<file path="src/design/fbrf_pkg.sv">
// ----------------------------------------------------------------------------
// fbrf_pkg - shared types and constants for the fill-byte run finder
// Record layout, sequencer states and register indexes.
// ----------------------------------------------------------------------------
package fbrf_pkg;

  localparam int MAX_CAVES   = 32;
  localparam int OFFSET_BITS = 32;
  localparam int LEN_W       = 32;
  localparam int IDX_W       = (MAX_CAVES > 1) ? $clog2(MAX_CAVES) : 1;
  localparam int CNT_W       = $clog2(MAX_CAVES + 1);
  localparam int CMP_W       = 8;

  localparam logic [7:0]       FILL_BYTE = 8'hCC;
  localparam logic [LEN_W-1:0] LEAST_RUN = LEN_W'(5);

  typedef enum logic [1:0] {
    REG_TEXT_BASE = 2'd0,
    REG_MIN_RUN   = 2'd1,
    REG_MAX_CAVES = 2'd2
  } reg_idx_t;

  typedef enum logic [2:0] {
    S_SCAN,
    S_READ,
    S_CMP,
    S_EMIT,
    S_NONE
  } state_t;

  typedef struct packed {
    logic [LEN_W-1:0]       len;
    logic [OFFSET_BITS-1:0] off;
  } rec_t;

  // Record write and running count from the run tracker.
  typedef struct packed {
    logic             wr;
    logic [IDX_W-1:0] wr_idx;
    rec_t             rec;
    logic [CNT_W-1:0] total;
  } trk_evt_t;

endpackage

</file>
<file path="src/design/fbrf_run_track.sv">
// ----------------------------------------------------------------------------
// fbrf_run_track - fill-byte run tracker
// Follows runs of the fill byte and flags each run that qualifies as a record.
// ----------------------------------------------------------------------------
module fbrf_run_track
  import fbrf_pkg::*;
(
  input  logic             clk,
  input  logic             rst_n,
  input  logic             beat,
  input  logic [7:0]       data_byte,
  input  logic             final_byte,
  input  logic [31:0]      min_run,
  input  logic [5:0]       max_caves,
  output trk_evt_t         evt
);

  logic [OFFSET_BITS-1:0] byte_offset_r, byte_offset_nxt;
  logic                   run_active_r, run_active_nxt;
  logic [OFFSET_BITS-1:0] run_start_r, run_start_nxt;
  logic [LEN_W-1:0]       run_length_r, run_length_nxt;
  logic [CNT_W-1:0]       record_count_r, record_count_nxt;

  logic                   is_fill;
  logic [LEN_W-1:0]       len_ext;
  logic [OFFSET_BITS-1:0] start_ext;
  logic                   cand_active;
  logic [LEN_W-1:0]       cand_len;
  logic [OFFSET_BITS-1:0] cand_start;
  logic                   room;
  logic                   wr;

  always_comb begin
    is_fill   = (data_byte == FILL_BYTE);
    start_ext = run_active_r ? run_start_r : byte_offset_r;
    if (!run_active_r) begin
      len_ext = LEN_W'(1);
    end else if (run_length_r != '1) begin
      len_ext = run_length_r + LEN_W'(1);
    end else begin
      len_ext = run_length_r;
    end

    // A fill byte on the last beat closes the extended run.
    cand_active = is_fill ? 1'b1 : run_active_r;
    cand_len    = is_fill ? len_ext : run_length_r;
    cand_start  = is_fill ? start_ext : run_start_r;

    room = (CMP_W'(record_count_r) < CMP_W'(max_caves)) &&
           (CMP_W'(record_count_r) < CMP_W'(MAX_CAVES));
    wr   = beat && (!is_fill || final_byte) && cand_active &&
           (min_run >= LEAST_RUN) && (cand_len >= min_run) && room;

    byte_offset_nxt  = byte_offset_r;
    run_active_nxt   = run_active_r;
    run_start_nxt    = run_start_r;
    run_length_nxt   = run_length_r;
    record_count_nxt = record_count_r;
    if (beat) begin
      if (final_byte) begin
        byte_offset_nxt  = '0;
        run_active_nxt   = 1'b0;
        run_start_nxt    = '0;
        run_length_nxt   = '0;
        record_count_nxt = '0;
      end else begin
        byte_offset_nxt = byte_offset_r + OFFSET_BITS'(1);
        if (is_fill) begin
          run_active_nxt = 1'b1;
          run_start_nxt  = start_ext;
          run_length_nxt = len_ext;
        end else begin
          run_active_nxt = 1'b0;
          run_length_nxt = '0;
        end
        if (wr) record_count_nxt = record_count_r + CNT_W'(1);
      end
    end

    evt.wr      = wr;
    evt.wr_idx  = record_count_r[IDX_W-1:0];
    evt.rec.len = cand_len;
    evt.rec.off = cand_start;
    evt.total   = record_count_r + CNT_W'(wr);
  end

  always_ff @(posedge clk) begin
    if (!rst_n) begin
      byte_offset_r  <= '0;
      run_active_r   <= 1'b0;
      run_start_r    <= '0;
      run_length_r   <= '0;
      record_count_r <= '0;
    end else begin
      byte_offset_r  <= byte_offset_nxt;
      run_active_r   <= run_active_nxt;
      run_start_r    <= run_start_nxt;
      run_length_r   <= run_length_nxt;
      record_count_r <= record_count_nxt;
    end
  end

endmodule

</file>
<file path="src/design/fill_byte_run_finder_sorted_unit.sv">
// ----------------------------------------------------------------------------
// fill_byte_run_finder_sorted_unit - fill-byte run finder, sorted output
// Records runs of 0xCC in a byte stream and emits them longest first.
// ----------------------------------------------------------------------------
// Usage:
//   Input channel (in_valid / in_stall) carries one section byte per beat,
//   in_final_byte set on the last one. While scanning, a beat is taken
//   every cycle; a qualifying run is written to the record RAM when it ends.
//   After the final beat, in_stall stays high while the sorter runs: for each
//   pick, one compare unit walks all n stored records (one RAM read then one
//   compare per record) to pick the longest not yet sent, ties going to the
//   lower address. Each pick is sent as one beat on the output channel
//   (out_valid / out_stall), with last_result on the final beat. With no
//   records, one beat with cave_valid low and last_result high goes out
//   instead.
//   The output beat sits in a register; a stall there holds it and only
//   delays the next pick, and a new section may begin while it waits.
//   Reset (rst_n low, synchronous) restores text_base 0, min_run 5,
//   max_caves 32 and an empty scan. The record RAM is not cleared.
//   Configuration writes (cfg_we/cfg_index/cfg_wdata) take effect at once.
// ----------------------------------------------------------------------------
module fill_byte_run_finder_sorted_unit
  import fbrf_pkg::*;
(
  input  logic        clk,
  input  logic        rst_n,

  input  logic        cfg_we,
  input  logic [1:0]  cfg_index,
  input  logic [63:0] cfg_wdata,

  input  logic        in_valid,
  output logic        in_stall,
  input  logic [7:0]  in_data_byte,
  input  logic        in_final_byte,

  output logic        out_valid,
  input  logic        out_stall,
  output logic [63:0] out_cave_address,
  output logic [31:0] out_cave_size,
  output logic        out_cave_valid,
  output logic        out_last_result
);

  // Configuration registers
  logic [63:0] text_base_r;
  logic [31:0] min_run_r;
  logic [5:0]  max_caves_r;

  always_ff @(posedge clk) begin
    if (!rst_n) begin
      text_base_r <= '0;
      min_run_r   <= 32'd5;
      max_caves_r <= 6'd32;
    end else if (cfg_we) begin
      case (reg_idx_t'(cfg_index))
        REG_TEXT_BASE: text_base_r <= cfg_wdata;
        REG_MIN_RUN:   min_run_r   <= cfg_wdata[31:0];
        REG_MAX_CAVES: max_caves_r <= cfg_wdata[5:0];
        default:       ;
      endcase
    end
  end

  // Run tracking
  state_t   state_r, state_nxt;
  logic     in_beat;
  trk_evt_t evt;

  assign in_stall = (state_r != S_SCAN);
  assign in_beat  = in_valid && !in_stall;

  fbrf_run_track u_track (
    .clk        (clk),
    .rst_n      (rst_n),
    .beat       (in_beat),
    .data_byte  (in_data_byte),
    .final_byte (in_final_byte),
    .min_run    (min_run_r),
    .max_caves  (max_caves_r),
    .evt        (evt)
  );

  // Record RAM: one write port (scan), one registered read port (sorter)
  rec_t rec_mem [MAX_CAVES];
  rec_t rd_data_r;
  logic [IDX_W-1:0] scan_idx_r, scan_idx_nxt;

  always_ff @(posedge clk) begin
    if (evt.wr) rec_mem[evt.wr_idx] <= evt.rec;
    rd_data_r <= rec_mem[scan_idx_r];
  end

  // Selection sequencer
  logic [CNT_W-1:0]       n_r, n_nxt;
  logic [CNT_W-1:0]       emit_cnt_r, emit_cnt_nxt;
  logic [MAX_CAVES-1:0]   done_r, done_nxt;
  logic                   best_found_r, best_found_nxt;
  logic [IDX_W-1:0]       best_idx_r, best_idx_nxt;
  rec_t                   best_r, best_nxt;

  logic        out_valid_r, out_valid_nxt;
  logic [63:0] out_addr_r, out_addr_nxt;
  logic [31:0] out_size_r, out_size_nxt;
  logic        out_cv_r, out_cv_nxt;
  logic        out_last_r, out_last_nxt;
  logic        slot_free;
  logic        is_last;

  always_comb begin
    state_nxt      = state_r;
    n_nxt          = n_r;
    emit_cnt_nxt   = emit_cnt_r;
    done_nxt       = done_r;
    scan_idx_nxt   = scan_idx_r;
    best_found_nxt = best_found_r;
    best_idx_nxt   = best_idx_r;
    best_nxt       = best_r;
    out_valid_nxt  = out_valid_r && out_stall;
    out_addr_nxt   = out_addr_r;
    out_size_nxt   = out_size_r;
    out_cv_nxt     = out_cv_r;
    out_last_nxt   = out_last_r;
    slot_free      = !out_valid_r || !out_stall;
    is_last        = (emit_cnt_r + CNT_W'(1)) == n_r;

    case (state_r)
      S_SCAN: begin
        if (in_beat && in_final_byte) begin
          n_nxt          = evt.total;
          emit_cnt_nxt   = '0;
          done_nxt       = '0;
          scan_idx_nxt   = '0;
          best_found_nxt = 1'b0;
          state_nxt      = (evt.total == '0) ? S_NONE : S_READ;
        end
      end
      S_READ: begin
        state_nxt = S_CMP;
      end
      S_CMP: begin
        // strict compare keeps the lower index on equal lengths
        if (!done_r[scan_idx_r] &&
            (!best_found_r || (rd_data_r.len > best_r.len))) begin
          best_found_nxt = 1'b1;
          best_idx_nxt   = scan_idx_r;
          best_nxt       = rd_data_r;
        end
        if ((CNT_W'(scan_idx_r) + CNT_W'(1)) == n_r) begin
          state_nxt = S_EMIT;
        end else begin
          scan_idx_nxt = scan_idx_r + IDX_W'(1);
          state_nxt    = S_READ;
        end
      end
      S_EMIT: begin
        if (slot_free) begin
          out_valid_nxt          = 1'b1;
          out_addr_nxt           = text_base_r + 64'(best_r.off);
          out_size_nxt           = best_r.len;
          out_cv_nxt             = 1'b1;
          out_last_nxt           = is_last;
          done_nxt[best_idx_r]   = 1'b1;
          emit_cnt_nxt           = emit_cnt_r + CNT_W'(1);
          scan_idx_nxt           = '0;
          best_found_nxt         = 1'b0;
          state_nxt              = is_last ? S_SCAN : S_READ;
        end
      end
      S_NONE: begin
        if (slot_free) begin
          out_valid_nxt = 1'b1;
          out_addr_nxt  = '0;
          out_size_nxt  = '0;
          out_cv_nxt    = 1'b0;
          out_last_nxt  = 1'b1;
          state_nxt     = S_SCAN;
        end
      end
      default: state_nxt = S_SCAN;
    endcase
  end

  always_ff @(posedge clk) begin
    if (!rst_n) begin
      state_r      <= S_SCAN;
      n_r          <= '0;
      emit_cnt_r   <= '0;
      done_r       <= '0;
      scan_idx_r   <= '0;
      best_found_r <= 1'b0;
      out_valid_r  <= 1'b0;
    end else begin
      state_r      <= state_nxt;
      n_r          <= n_nxt;
      emit_cnt_r   <= emit_cnt_nxt;
      done_r       <= done_nxt;
      scan_idx_r   <= scan_idx_nxt;
      best_found_r <= best_found_nxt;
      out_valid_r  <= out_valid_nxt;
    end
  end

  // payload registers, no reset
  always_ff @(posedge clk) begin
    best_idx_r <= best_idx_nxt;
    best_r     <= best_nxt;
    out_addr_r <= out_addr_nxt;
    out_size_r <= out_size_nxt;
    out_cv_r   <= out_cv_nxt;
    out_last_r <= out_last_nxt;
  end

  assign out_valid        = out_valid_r;
  assign out_cave_address = out_addr_r;
  assign out_cave_size    = out_size_r;
  assign out_cave_valid   = out_cv_r;
  assign out_last_result  = out_last_r;

`ifndef SYNTHESIS
  a_emit_in_range: assert property (@(posedge clk) disable iff (!rst_n)
    state_r == S_EMIT |-> (emit_cnt_r < n_r && best_found_r))
    else $error("emit with no pending record");

  a_final_starts_sort: assert property (@(posedge clk) disable iff (!rst_n)
    (in_valid && !in_stall && in_final_byte) |=> (state_r == S_READ || state_r == S_NONE))
    else $error("final beat did not start the sorter");

  a_empty_is_last: assert property (@(posedge clk) disable iff (!rst_n)
    (out_valid && !out_cave_valid) |-> out_last_result)
    else $error("empty result not marked last");

  a_scan_below_n: assert property (@(posedge clk) disable iff (!rst_n)
    state_r == S_CMP |-> (CNT_W'(scan_idx_r) < n_r))
    else $error("sorter index past record count");
`endif

endmodule
</file>
<file path="config.mk">
export PLATFORM = sky130hd
export DESIGN_NAME = fill_byte_run_finder_sorted_unit
export DESIGN_NICKNAME = d
export VERILOG_FILES = /design/src/design/fbrf_pkg.sv /design/src/design/fbrf_run_track.sv /design/src/design/fill_byte_run_finder_sorted_unit.sv
export SDC_FILE = /design/constraint.sdc
export NUM_CORES = 2
export LEC_CHECK = 0
export ABC_AREA = 1
export BUFFER_PORTS_ARGS = -buffer_cell sky130_fd_sc_hd__buf_2
export CORE_MARGIN = 10
export CORE_UTILIZATION = 40
export DETAILED_ROUTE_END_ITERATION = 12
export PLACE_DENSITY = 0.57
export SLEW_MARGIN = 25
export SYNTH_ARGS = -nofsm -noshare
export SYNTH_HDL_FRONTEND = slang
export SYNTH_SLANG_ARGS = --single-unit
</file>
<file path="constraint.sdc">
create_clock -name clk -period 20.1 [get_ports clk]
set_input_delay 2.01 -clock clk [delete_from_list [all_inputs] [get_ports clk]]
set_output_delay 2.01 -clock clk [all_outputs]
set_load 0.005 [all_outputs]
</file>
# Word-level counts from Yosys, hierarchy flattened
# Memories as Yosys holds them, arrays and structs flattened. A register that Yosys moved wholly into a read port is not among the register bits.
# Index checks and enable logic that the tools add are counted.
# Widths: inputs -> output; s select.
[totals]
word_cells = 148
inputBits = 80
regBits = 426
output_inout_bits = 100
mem_count = 1
ramBits = 2048
[classes]
order_cmp = 8
bitwise_logic = 1
n_addsub = 8
muxes = 53
n_eq_ne = 15
reduce_logical = 40
[mem_list]
columns = ["name", "depth", "word_bits", "read_ports", "rd_clocked_by_memory_dff", "wr", "line", "rtl"]
rows = [
  ["rec_mem", 32, 64, 1, 1, 1, "fill_byte_run_finder_sorted_unit.sv:85", "rec_t rec_mem [MAX_CAVES];"],
]
[ops]
columns = ["operator", "count"]
rows = [
  ["$mux 32", 13],
  ["$mux 64", 2],
  ["$pmux 32 s2", 2],
  ["$pmux 64 s2", 1],
  ["$add 32x1->32 const B", 2],
  ["$add 64x32->64", 1],
  ["$ge 32x3->1 const B", 1],
  ["$ge 32x32->1", 1],
  ["$gt 32x32->1", 1],
  ["$ne 32x32->1 const B", 1],
  ["$or 32x32->32", 1],
  ["$mux 6", 4],
  ["$mux 1", 15],
  ["$mux 5", 3],
  ["$pmux 3 s5", 1],
  ["$pmux 5 s3", 1],
  ["$add 6x1->6 const B", 2],
  ["$eq 6x6->1", 2],
  ["$lt 5x6->1 const B", 2],
  ["$mux 3", 4],
  ["$pmux 6 s2", 1],
  ["$reduce_and 2->1", 6],
  ["$logic_and 1x1->1", 11],
  ["$ne 2x2->1 const B", 5],
  ["27 further kinds", 42],
]

# Logic depth before layout (Yosys ltp)
[logic_depth]
ltp_word = 13
mapped_depth = 36
ltp_nobuf = 36

# Hierarchy
# From an unflattened synthesis, not the netlist that was laid out.
[hier_totals]
hier_cells = 9282
hier_area_um2 = 105177.1
[by_module_without_submodules]
columns = ["module", "instances", "area_each_um2", "cells_per_inst", "seq_area_each_um2"]
rows = [
  ["fill_byte_run_finder_sorted_unit", 1, 97419.7, 8060, 70918.0],
  ["fbrf_run_track", 1, 7757.4, 1222, 2062.0],
]

# Least setup slack after synthesis
# OpenSTA, ideal clock, no wires.
[synth_path]
path_type = "input -> register"
startpoint = "input in_data_byte[3]"
endpoint = "memory rec_mem[15][0] (netlist name), enable pin"
stages = 19
setup_ns = 0.565
n_path_buf = 3
arrival_ns = 9.662
required_time_ns = 19.535
path_slack_ns = 9.873
cell_sequence = "nand2_1 nor3_1 nand2_1 clkbuf_1 inv_1 clkbuf_1 o21ai_0 ha_1 nand2_1 inv_1 nor2_1 o21ai_0 a21oi_1 nand2_1 nand2_1 nand3_1 nand3_1 buf_2 nor3_1"
[synth_rtl]
columns = ["element", "line", "rtl"]
rows = [
  ["start, declared", "fill_byte_run_finder_sorted_unit.sv:34", "input logic [7:0] in_data_byte,"],
  ["end, declared", "fill_byte_run_finder_sorted_unit.sv:85", ""],
]

==> impl_metrics.py <==
metrics = {
    "run_status": {
        "status": "finished, final reports clean",
    },
    "timing": {
        "finalCritPeriodShare_pct": 38.5,
        "rsz0062_at_grt": "no",
        "drv_slew": 0,
        "setup_ws_ps": 12360,
        "fmax_ghz": 0.129,
        "skew_ps": 64.3,
        "tightest_slew_ps": 1140,
        "slew_headroom_pct": 24.3,
        "holdWs_ps": 387,
        "finalHoldViolations": 0,
        "tns_ps": 0,
        "period_minus_slack_ps": 7740,
        "finalSetupViolCount": 0,
    },
    "logic_synthesis": {
        "syn-num-nets": 9159,
        "ys_seq_elements": 2538,
        "synth_seq_area_share_pct": 70.3,
        "async_flop_share_pct": 0,
        "yosysTopAreaCellShare_pct": 64.1,
        "synth_edf_count": 2215,
        "synth_flop_cell": "edfxtp_1",
        "avgSynthCellArea_um2": 11.6,
        "ys_top_cells_by_count": "2215 x edfxtp_1, 1611 x nor2_1, 1383 x o21ai_0",
        "synth.most_common_cell": "edfxtp_1",
        "synth_area_mm2": 0.104,
        "yosysUniqueCellTypes": 66,
        "syn_inst": 8967,
        "yosys_warnings": 0,
        "synth_top_area_cell": "edfxtp_1",
        "yosys-top-cells-area": "edfxtp_1 64%, o21ai_0 6.7%, dfxtp_1 6.2%",
    },
    "grt": {
        "antenna_found_initial": 33,
        "grt_pass1_wl_um": 470000,
        "grt_max_degree": 175,
        "track_usage_pct": 22.2,
        "grt_pass1_vias": 69200,
        "gr-total-overflow": 0,
    },
    "clocking": {
        "tritoncts": "done",
        "cts_resized": 0,
        "root_buffer": "clkbuf_16",
        "cts_inserted_buffers": 286,
        "htreeDepth": 5,
        "clk_pin_slew_worst_paths_ps": 60,
        "postCtsHoldBufs": 0,
        "clock_latency_ps": 950,
        "clkSinkCount": 2538,
        "post-cts-setup-buffers": 0,
        "clock_path_buffers": 4,
    },
    "worst_hold_path": {
        "hold_class": "reg2reg",
    },
    "worst_setup_path": {
        "cp.required_ps": 20610,
        "critPathKind": "reg2reg",
        "timing.rr.start": "u_track.run_length_r[1]",
        "setup.worst_path.end": "rec_mem[21][12]",
        "cp-end-kind": "flop",
        "critPathLaunchType": "flop",
        "worstPathMaxFanout": 43,
        "r2r_slack_ps": 12360,
        "rr_worst_depth": 21,
        "crit_start": "u_track.run_length_r[1]",
        "arrival_ps": 8250,
        "r2r-end": "rec_mem[21][12]",
    },
    "final_layout": {
        "stdcell_count": 12700,
        "drive_above_1_share_pct": 9.50,
        "final_nets": 9265,
        "syn2layout_area_growth_pct": 12.9,
    },
    "placed_design": {
        "place_congestion": 0.922,
        "io_buffers": 179,
        "dp_cells": 12200,
        "pre_cts_slack_ps": 11460,
        "post-dp-hpwl_um": 191000,
    },
    "floorplan": {
        "die_area_mm2": 0.280,
        "die_w_um": 529,
        "die_height_um": 529,
        "coreArea_mm2": 0.258,
        "num_rows": 186,
        "initial_utilization_pct": 40.3,
        "num_io_pins": 180,
    },
    "routing": {
        "avgRoutedWirePerCell_um": 25.6,
        "dr.pass1.iters": 6,
        "wirelength_um": 324000,
        "viasPerCell": 5.77,
        "drc": 0,
        "vias": 73100,
        "dr.first_iter.drc_count": 9176,
        "ant_nets": 0,
    },
    "power_and_ir_drop": {
        "peakVddDrop_mv": 0.0714,
        "power_density_mw_per_mm2": 105,
        "p_leak_nw": 37.4,
    },
    "job": {
        "cap_violations": 0,
    },
}
## power breakdown
part / total [mW] / switching (mW) / internal, mW
sequential: 5.84 / 0.0725 / 5.76
clock: 4.91 / 2.03 / 2.88
combinational: 1.53 / 1.17 / 0.365
total: 12.3 / 3.27 / 9.01
## critical path, stage by stage (launching register included)
cell and delay [ps]:
dfxtp_1 450, ha_1 330, nand3_1 240, inv_2 90, nand2_1 130, nor2_2 210, nand4_4 420, nand2_1 250
a21oi_1 120, a21oi_4 780, ha_1 270, nand2_1 80, nor2_1 160, nand4_1 100, nor2_1 240, nand4_1 140
nand3_1 230, nand3_1 390, inv_2 240, nand2_1 510, nor2_4 960, buf_4 890
## cells by family after synthesis
logic type / count (synthesis) / share of synthesized area, %
and+or+nand+nor: 2801 / 10.9
AOI/OAI and AO/OA: 2552 / 13.4
DFF: 2538 / 70.3
buffers and inverters: 923 / 3.62
adders and majority gates: 112 / 1.36
xor gates and xnor gates: 34 / 0.287
muxes: 7 / 0.0687
## routing by layer
metal / wire length [um] / GRT usage, % / vias up
met5: 34 / 0 / -
met4: 9090 / 6.55 / 6
met3: 31000 / 4.26 / 485
met2: 146000 / 34.4 / 3478
met1: 138000 / 31.6 / 36500
li1: - / - / 32600
## metrics by stage
step	total power, mW	cell area, um^2	utilization [%]
finish	12.3	117000	45.5
detailed placement	7.45	109000	42.1
global placement	7.44	108000	42.1
global route	12.7	117000	45.5
floorplan	6.80	104000	-
CTS	12.3	117000	45.5
## state kept, by name, summed over array words and instances (netlist names), 3 cells and up
register / cells
u_track.byte_offset_r: 32
min_run_r: 32
rec_mem: 2048
u_track.run_length_r: 32
out_cave_size: 32
text_base_r: 64
n_r: 6
scan_idx_r: 5
best_r: 64
done_r: 32
u_track.record_count_r: 6
best_idx_r: 5
u_track.run_start_r: 32
emit_cnt_r: 6
out_cave_address: 64
rd_data_r: 64
state_r: 3
max_caves_r: 6
## cell usage in the layout (no fill, tap or decap), types with 7 or more instances in the layout
cell type and count:
o211ai_1 13, inv_2 18, nor4_1 12, a31oi_1 16, clkinv_1 50, clkbuf_16 298
ha_1 111, o21a_1 14, clkinv_2 38, nor2_4 36, o21ai_0 1378, inv_1 347
edfxtp_1 2215, buf_4 177, or2_2 13, dfxtp_1 317, a21oi_1 387, a21oi_2 20
nor3_1 66, nor3_2 7, buf_2 178, clkbuf_1 76, nand2_2 8, nand4_1 55
bufinv_16 13, nand2_1 815, nand3_1 167, nor2_1 1579, o21ai_1 76, o221ai_1 71
o32ai_1 7, xnor2_1 7, o31ai_1 17, xor2_1 27, o22ai_1 520, diode_2 10
## layout make-up
cell class | count | area, um^2
diodes | 10 | 25.0
clock buffers | 379 | 7810
well taps | 3384 | 4230
fillers | 23300 | 140000
inverters | 378 | 1460
repair buffers | 363 | 2380
multi-input cells | 5506 | 27500
clock inverters | 103 | 825
flip-flops and latches | 2538 | 73000
## how the worst min path moves through the flow
stage / from / to / slack (ps) / cells after the start
3_3_place_gp: rd_data_r[25] / best_r[25] / 390 / 0
3_5_place_dp: rd_data_r[2] / best_r[2] / 390 / 0
4_1_cts: rd_data_r[4] / best_r[4] / 380 / 0
2_1_floorplan: rd_data_r[0] / best_r[0] / 390 / 0
6_report: rd_data_r[4] / best_r[4] / 390 / 0
5_1_grt: rd_data_r[4] / best_r[4] / 400 / 0
(Power assumes the default switching activity.)
